[config.mk]
export PLATFORM = sky130hd
export DESIGN_NAME = wes_front
export DESIGN_NICKNAME = d
export VERILOG_FILES = /design/src/rtl/wes_pkg.sv /design/src/rtl/wes_front.sv
export SDC_FILE = /design/constraint.sdc
export NUM_CORES = 1
export LEC_CHECK = 0
export BUFFER_PORTS_ARGS = -buffer_cell sky130_fd_sc_hd__buf_2
export CAP_MARGIN = 20
export CORE_MARGIN = 2
export CORE_UTILIZATION = 58
export CTS_BUF_LIST = sky130_fd_sc_hd__clkbuf_4
export DETAILED_ROUTE_END_ITERATION = 12
export GPL_TIMING_DRIVEN = 0
export PLACE_DENSITY_LB_ADDON = 0.3
export SYNTH_ARGS = -nofsm -noshare
export SYNTH_HDL_FRONTEND = slang
export SYNTH_SLANG_ARGS = --single-unit
[constraint.sdc]
create_clock -name clk -period 5.4 [get_ports clk]
set_input_delay 1.08 -clock clk [delete_from_list [all_inputs] [get_ports clk]]
set_output_delay 1.08 -clock clk [all_outputs]
set_load 0.01 [all_outputs]
[src/rtl/wes_pkg.sv]
// Shared types and constants for the wave equation stencil stepper.
package wes_pkg;

	localparam int DATA_W  = 32;
	localparam int IDX_W   = 12;
	localparam int CFG_IDX_W = 3;

	// item kinds
	localparam logic KIND_ADVANCE = 1'b0;
	localparam logic KIND_READ    = 1'b1;

	// configuration register indexes
	localparam logic [CFG_IDX_W-1:0] REG_GRID_COLS   = 3'd0;
	localparam logic [CFG_IDX_W-1:0] REG_GRID_ROWS   = 3'd1;
	localparam logic [CFG_IDX_W-1:0] REG_DT_SQUARED  = 3'd2;
	localparam logic [CFG_IDX_W-1:0] REG_INV_HX      = 3'd3;
	localparam logic [CFG_IDX_W-1:0] REG_INV_HY      = 3'd4;
	localparam logic [CFG_IDX_W-1:0] REG_SPEED_LEFT  = 3'd5;
	localparam logic [CFG_IDX_W-1:0] REG_SPEED_RIGHT = 3'd6;
	localparam logic [CFG_IDX_W-1:0] REG_SOURCE_CELL = 3'd7;

	// register reset values
	localparam logic [6:0]  RST_GRID_COLS   = 7'd64;
	localparam logic [6:0]  RST_GRID_ROWS   = 7'd64;
	localparam logic [29:0] RST_DT_SQUARED  = 30'd107374;
	localparam logic [31:0] RST_INV_HX      = 32'd16777216;
	localparam logic [31:0] RST_INV_HY      = 32'd16777216;
	localparam logic [29:0] RST_SPEED_LEFT  = 30'd10737418;
	localparam logic [29:0] RST_SPEED_RIGHT = 30'd42949673;
	localparam logic [11:0] RST_SOURCE_CELL = 12'd65;

	typedef struct packed {
		logic [6:0]  grid_cols;
		logic [6:0]  grid_rows;
		logic [29:0] dt_squared;
		logic [31:0] inv_two_hx_sq;
		logic [31:0] inv_two_hy_sq;
		logic [29:0] speed_left;
		logic [29:0] speed_right;
		logic [11:0] source_cell;
	} cfg_t;

	typedef struct packed {
		logic                     is_read;
		logic signed [DATA_W-1:0] amp;
		logic [IDX_W-1:0]         idx;
	} cmd_t;

endpackage

[src/rtl/wes_front.sv]
// Input side: accepts items, classifies them and queues them for the sequencer.
module wes_front (
	input  logic                          clk,
	input  logic                          arst_n,
	input  logic                          in_valid,
	output logic                          in_stall,
	input  logic                          kind,
	input  logic signed [31:0]            source_amplitude,
	input  logic [11:0]                   cell_index,
	input  logic                          clearing,
	output logic                          cmd_valid,
	output wes_pkg::cmd_t                 cmd,
	input  logic                          cmd_pop
);

	wes_pkg::cmd_t slot_q [2];
	logic       wr_ptr_q;
	logic       rd_ptr_q;
	logic [1:0] count_q;
	logic       push;

	// hold off new items while full or while memory is cleared
	assign in_stall  = (count_q == 2'd2) || clearing;
	assign push      = in_valid && !in_stall;
	assign cmd_valid = (count_q != 2'd0);
	assign cmd       = slot_q[rd_ptr_q];

	// store the classified item
	always_ff @(posedge clk) begin
		if (push) begin
			slot_q[wr_ptr_q].is_read <= (kind == wes_pkg::KIND_READ);
			slot_q[wr_ptr_q].amp     <= source_amplitude;
			slot_q[wr_ptr_q].idx     <= cell_index;
		end
	end

	// advance pointers and count
	always_ff @(posedge clk or negedge arst_n) begin
		if (!arst_n) begin
			wr_ptr_q <= 1'b0;
			rd_ptr_q <= 1'b0;
			count_q  <= 2'd0;
		end else begin
			if (push) wr_ptr_q <= ~wr_ptr_q;
			if (cmd_pop) rd_ptr_q <= ~rd_ptr_q;
			if (push && !cmd_pop) count_q <= count_q + 2'd1;
			else if (!push && cmd_pop) count_q <= count_q - 2'd1;
		end
	end

endmodule

## Word-level counts from Yosys, hierarchy flattened

Memory sizes are Yosys's and may differ from the RTL's.
Cells that the tools add are included.

| storage, ports and cells | value |
|---|---|
| register bits | 4 |
| memory bits (writable) | 90 |
| bits of input ports | 50 |
| output and inout port bits | 47 |
| logic and storage cells | 22 |
| memories kept | 1 |

| cells by class | value |
|---|---|
| add/subtract/negate cells | 2 |
| eq/ne operators | 1 |
| mux-type cells | 4 |
| bitwise operators | 2 |
| reduce and logical (&&, ||, !) cells | 9 |

Memory list:

| name | words | bits a word | rd ports | clocked after Yosys merged registers in | write ports | line | RTL |
|---|---|---|---|---|---|---|---|
| slot_q | 2 | 45 | 1 | 0 | 1 | wes_front.sv:16 | `wes_pkg::cmd_t slot_q [2];` |

Operators by type and width:

| cell | number |
|---|---|
| $mux 2 | 2 |
| $reduce_bool 2->1 | 2 |
| $logic_and 1x1->1 | 3 |
| $logic_not 1->1 | 3 |
| $add 2x1->2 const B | 1 |
| $eq 2x2->1 const B | 1 |
| $mux 1 | 2 |
| $not 1->1 | 2 |
| $sub 2x1->2 const B | 1 |
| $logic_or 1x1->1 | 1 |

## Depth between registers and ports, before layout

| depth | value |
|---|---|
| depth in word-level cells | 8 |
| mapped depth | 7 |
| mapped depth without buffers | 7 |

## Worst setup path after synthesis

Ideal clock, no wire load.

| timing | value |
|---|---|
| path kind | input-to-reg |
| from | input clearing |
| to | memory slot_q[0][0] (netlist name) (enable) |
| setup time | 0.448 ns |
| arrival | 3.189 ns |
| required time | 4.952 ns |
| slack | 1.763 ns |
| cell stages on the path | 2 |
| buffers on the path | 0 |
| cell sequence | nand3b_1 > nor2_1 |

| on the way | value |
|---|---|
| word-level cells in the longest chain between the ends | 5 |

Ends and longest elaborated chain:

| item | line | RTL |
|---|---|---|
| from (decl) | wes_front.sv:10 | `input logic clearing,` |
| $logic_or 1x1->1 | wes_front.sv:23 | `assign in_stall = (count_q == 2'd2) \|\| clearing;` |
| $logic_not 1->1 | wes_front.sv:24 | `assign push = in_valid && !in_stall;` |
| $logic_and 1x1->1 | wes_front.sv:24 |  |
| $mux 1 | wes_front.sv:30 | `if (push) begin` |
| $mux 1 (not written as such) | wes_front.sv:33 | `slot_q[wr_ptr_q].idx <= cell_index;` |
| to (decl) | wes_front.sv:16 |  |

No other way between the ends.

==> out/metrics.cfg <==
[drt]
drt_iter0_drc=75
post_drt_wl_per_cell_um=15.5
antenna_left=0
drt_pass1_iterations=4
drc=0
vias=1753
wl_um=5400
avgViaCountPerCell=5.04

[worst_setup_path]
cp_num_buf_inv=3
rr_startpoint=count_q[0]
slowest_delay_ps=360
startpoint=rd_ptr_q
endpoint_kind=output pin
crit_type=flip-flop to output pin
rr_endpoint=slot_q[1][1]
path_max_fanout=10
r2r_slack_ps=3440
r2r_cells=5
path_depth=4
crit_family=buffers and inverters
path_cells=buf_6 -> buf_12 -> mux2_4 -> buf_2
worstSetupStartpointType=flip-flop
cp.required_ps=4320
arrival_ps=1560
critPathCapture=cmd[33]
critPathSlowestCell=dfrtp_1

[yosys]
ys_warn_count=0
synth_area_per_cell_um2=23.0
yosysTopAreaCellShare_pct=74.0
async_flop_share_pct=4.26
synth_seq_cells=94
synth_top_area_cell=edfxtp_1
synthFlopType=edfxtp_1
synthSimpleGateAreaFrac_pct=1.13
ys_types=16
post-synth-top-count-cell=edfxtp_1
synth_compound_area_share_pct=0
ys_seq_area_share_pct=76.7
postSynthCellCount=159
syn_area_um2=3650
synth_edf_count=90
muxShareOfSynthArea_pct=17.9
synth_top_family_by_area=multiplexers
yosys.area_share.xor_xnor_pct=1.20
synth_fa_ha_area_share_pct=0.343
synth_commonest_cells=edfxtp_1, mux2_4, mux2_2, buf_12, dfrtp_1
netlist_top_cells_area=edfxtp_1, mux2_4, dfrtp_1
synth_nets=210

[place]
dp_hpwl_um=3760
gp_congestion=0.685
port_buffers=96

[cts]
clkTransAtPathRegs_ps=130
cts_tree=done
clk_latency_ps=420
numClockSinks=94
htree_num_levels=3
cts_made_buffers=9
cts_buffer_depth=2
postCtsSetupBuffers=0
hold_buffers=0
cts_root_buffer=clkbuf_4
ctsResizeCount=0

[finish]
area_growth_pct=21.9
num_antenna_cells=0
final_nets=319
n_fill_cell=374
drive_gt1_share_pct=61.2

[timing]
fin_crit_sh_pct=48.9
finalClockSkew_ps=15.9
finalHoldViolations=0
rsz0062_at_grt=false
period_needed_ps=2640
timing.setup.tns_ps=0
setup_viol=0
worstMarginPinSlew_ps=736
max_slew_margin_pct=50.8
drv_slew=0
max_freq_mhz=379

[floorplanning]
die_y_um=83.4
pin_count=97
die_w_um=83.4
dieArea_um2=6950
core_um2=5990
initial_utilization_pct=61.0
num_rows=28

[power_and_ir_drop]
ir_drop_mv=0.298
power_density_nw_per_um2=464
power.total_mw=2.06
p_leak_nw=1.80

[hold_path]
hold_class=input port to async pin

[global_route]
grt_pass1_vias=1938
gr-total-overflow=0
grt_pass1_wl_um=8670
grt_max_degree=25
gr-usage-all-layers_pct=16.6
antenna_found_initial=0

[run]
drv_cap=0

[status]
status=complete, no violations

-- layout make-up --
type | count | area (um2) | share of cell area [%]
clock buffer | 10 | 75.1 | 1.69
timing repair buffer | 98 | 536 | 12.0
buffer | 5 | 91.3 | 2.05
tap | 75 | 93.8 | 2.11
sequential | 94 | 2800 | 63.0
inverter | 2 | 7.51 | 0.169
multi-input combinational | 58 | 759 | 17.1
clock inverter | 6 | 86.3 | 1.94
-- how the worst min path moves through the flow --
stage,start,endpoint,cells past startpoint
final,arst_n,count_q[1],1
after global routing,arst_n,count_q[1],1
after CTS,arst_n,count_q[1],1
after detailed placement,count_q[1],count_q[1],1
after global placement,count_q[1],count_q[1],1
after floorplan,count_q[1],count_q[1],1
-- logic make-up (layout without fill, tap and decap cells) --
group	count (synthesis)	count (layout)
DFF	94	94
muxes	45	45
and+or+nand+nor	7	7
buffers and inverters	7	121
xor gates and xnor gates	5	5
adders and majority gates	1	1
-- power by group --
part / total [mW] / internal (mW) / switching [mW] / leakage [nW]
registers: 0.944 / 0.909 / 0.0345 / 0.869
clock network: 0.407 / 0.192 / 0.214 / 0.0864
logic: 0.713 / 0.399 / 0.314 / 0.848
-- stage by stage --
stage / setup WS (ps) / util (%) / hold slack (ps) / area [um2] / cells
floorplan: 1760 / - / 456 / 3650 / 159
global placement: 689 / 70.6 / 472 / 4230 / 330
detailed placement: 2730 / 71.6 / 498 / 4290 / 332
CTS: 2720 / 74.3 / 416 / 4450 / 348
global route: 2660 / 74.3 / 411 / 4450 / 348
finish: 2760 / 74.3 / 447 / 4450 / 348
-- cell usage in the layout, fill, tap and decap left out --
cell	n
xor2_1	3
clkinv_2	2
dfrtp_1	4
edfxtp_1	90
buf_12	4
mux2_4	39
xnor2_1	2
ha_1	1
mux2_2	6
clkinvlp_4	1
clkbuf_4	10
nand3b_1	1
nor2_1	1
bufinv_16	2
buf_6	1
buf_2	96
inv_1	2
nand2b_1	1
nor2_4	1
clkinv_4	1
or2b_1	1
buf_16	2
and2_2	1
or2_2	1
-- registers in the layout (all words and copies together) (netlist names) --
| signal | flops |
|---|---|
| rd_ptr_q | 1 |
| slot_q | 90 |
| wr_ptr_q | 1 |
| count_q | 2 |
-- metal layers --
metal  up-vias  GRT usage [%]  wire, um  share of wire (%)
met5         -              0         0                  0
met4         0           9.39       112                2.1
met3         9           4.47       297                5.5
met2        56           30.3      3030                 56
met1       846           17.1      1960                 36
li1        842              -         -                  -
Note: power is estimated with default switching activity, not from simulation.
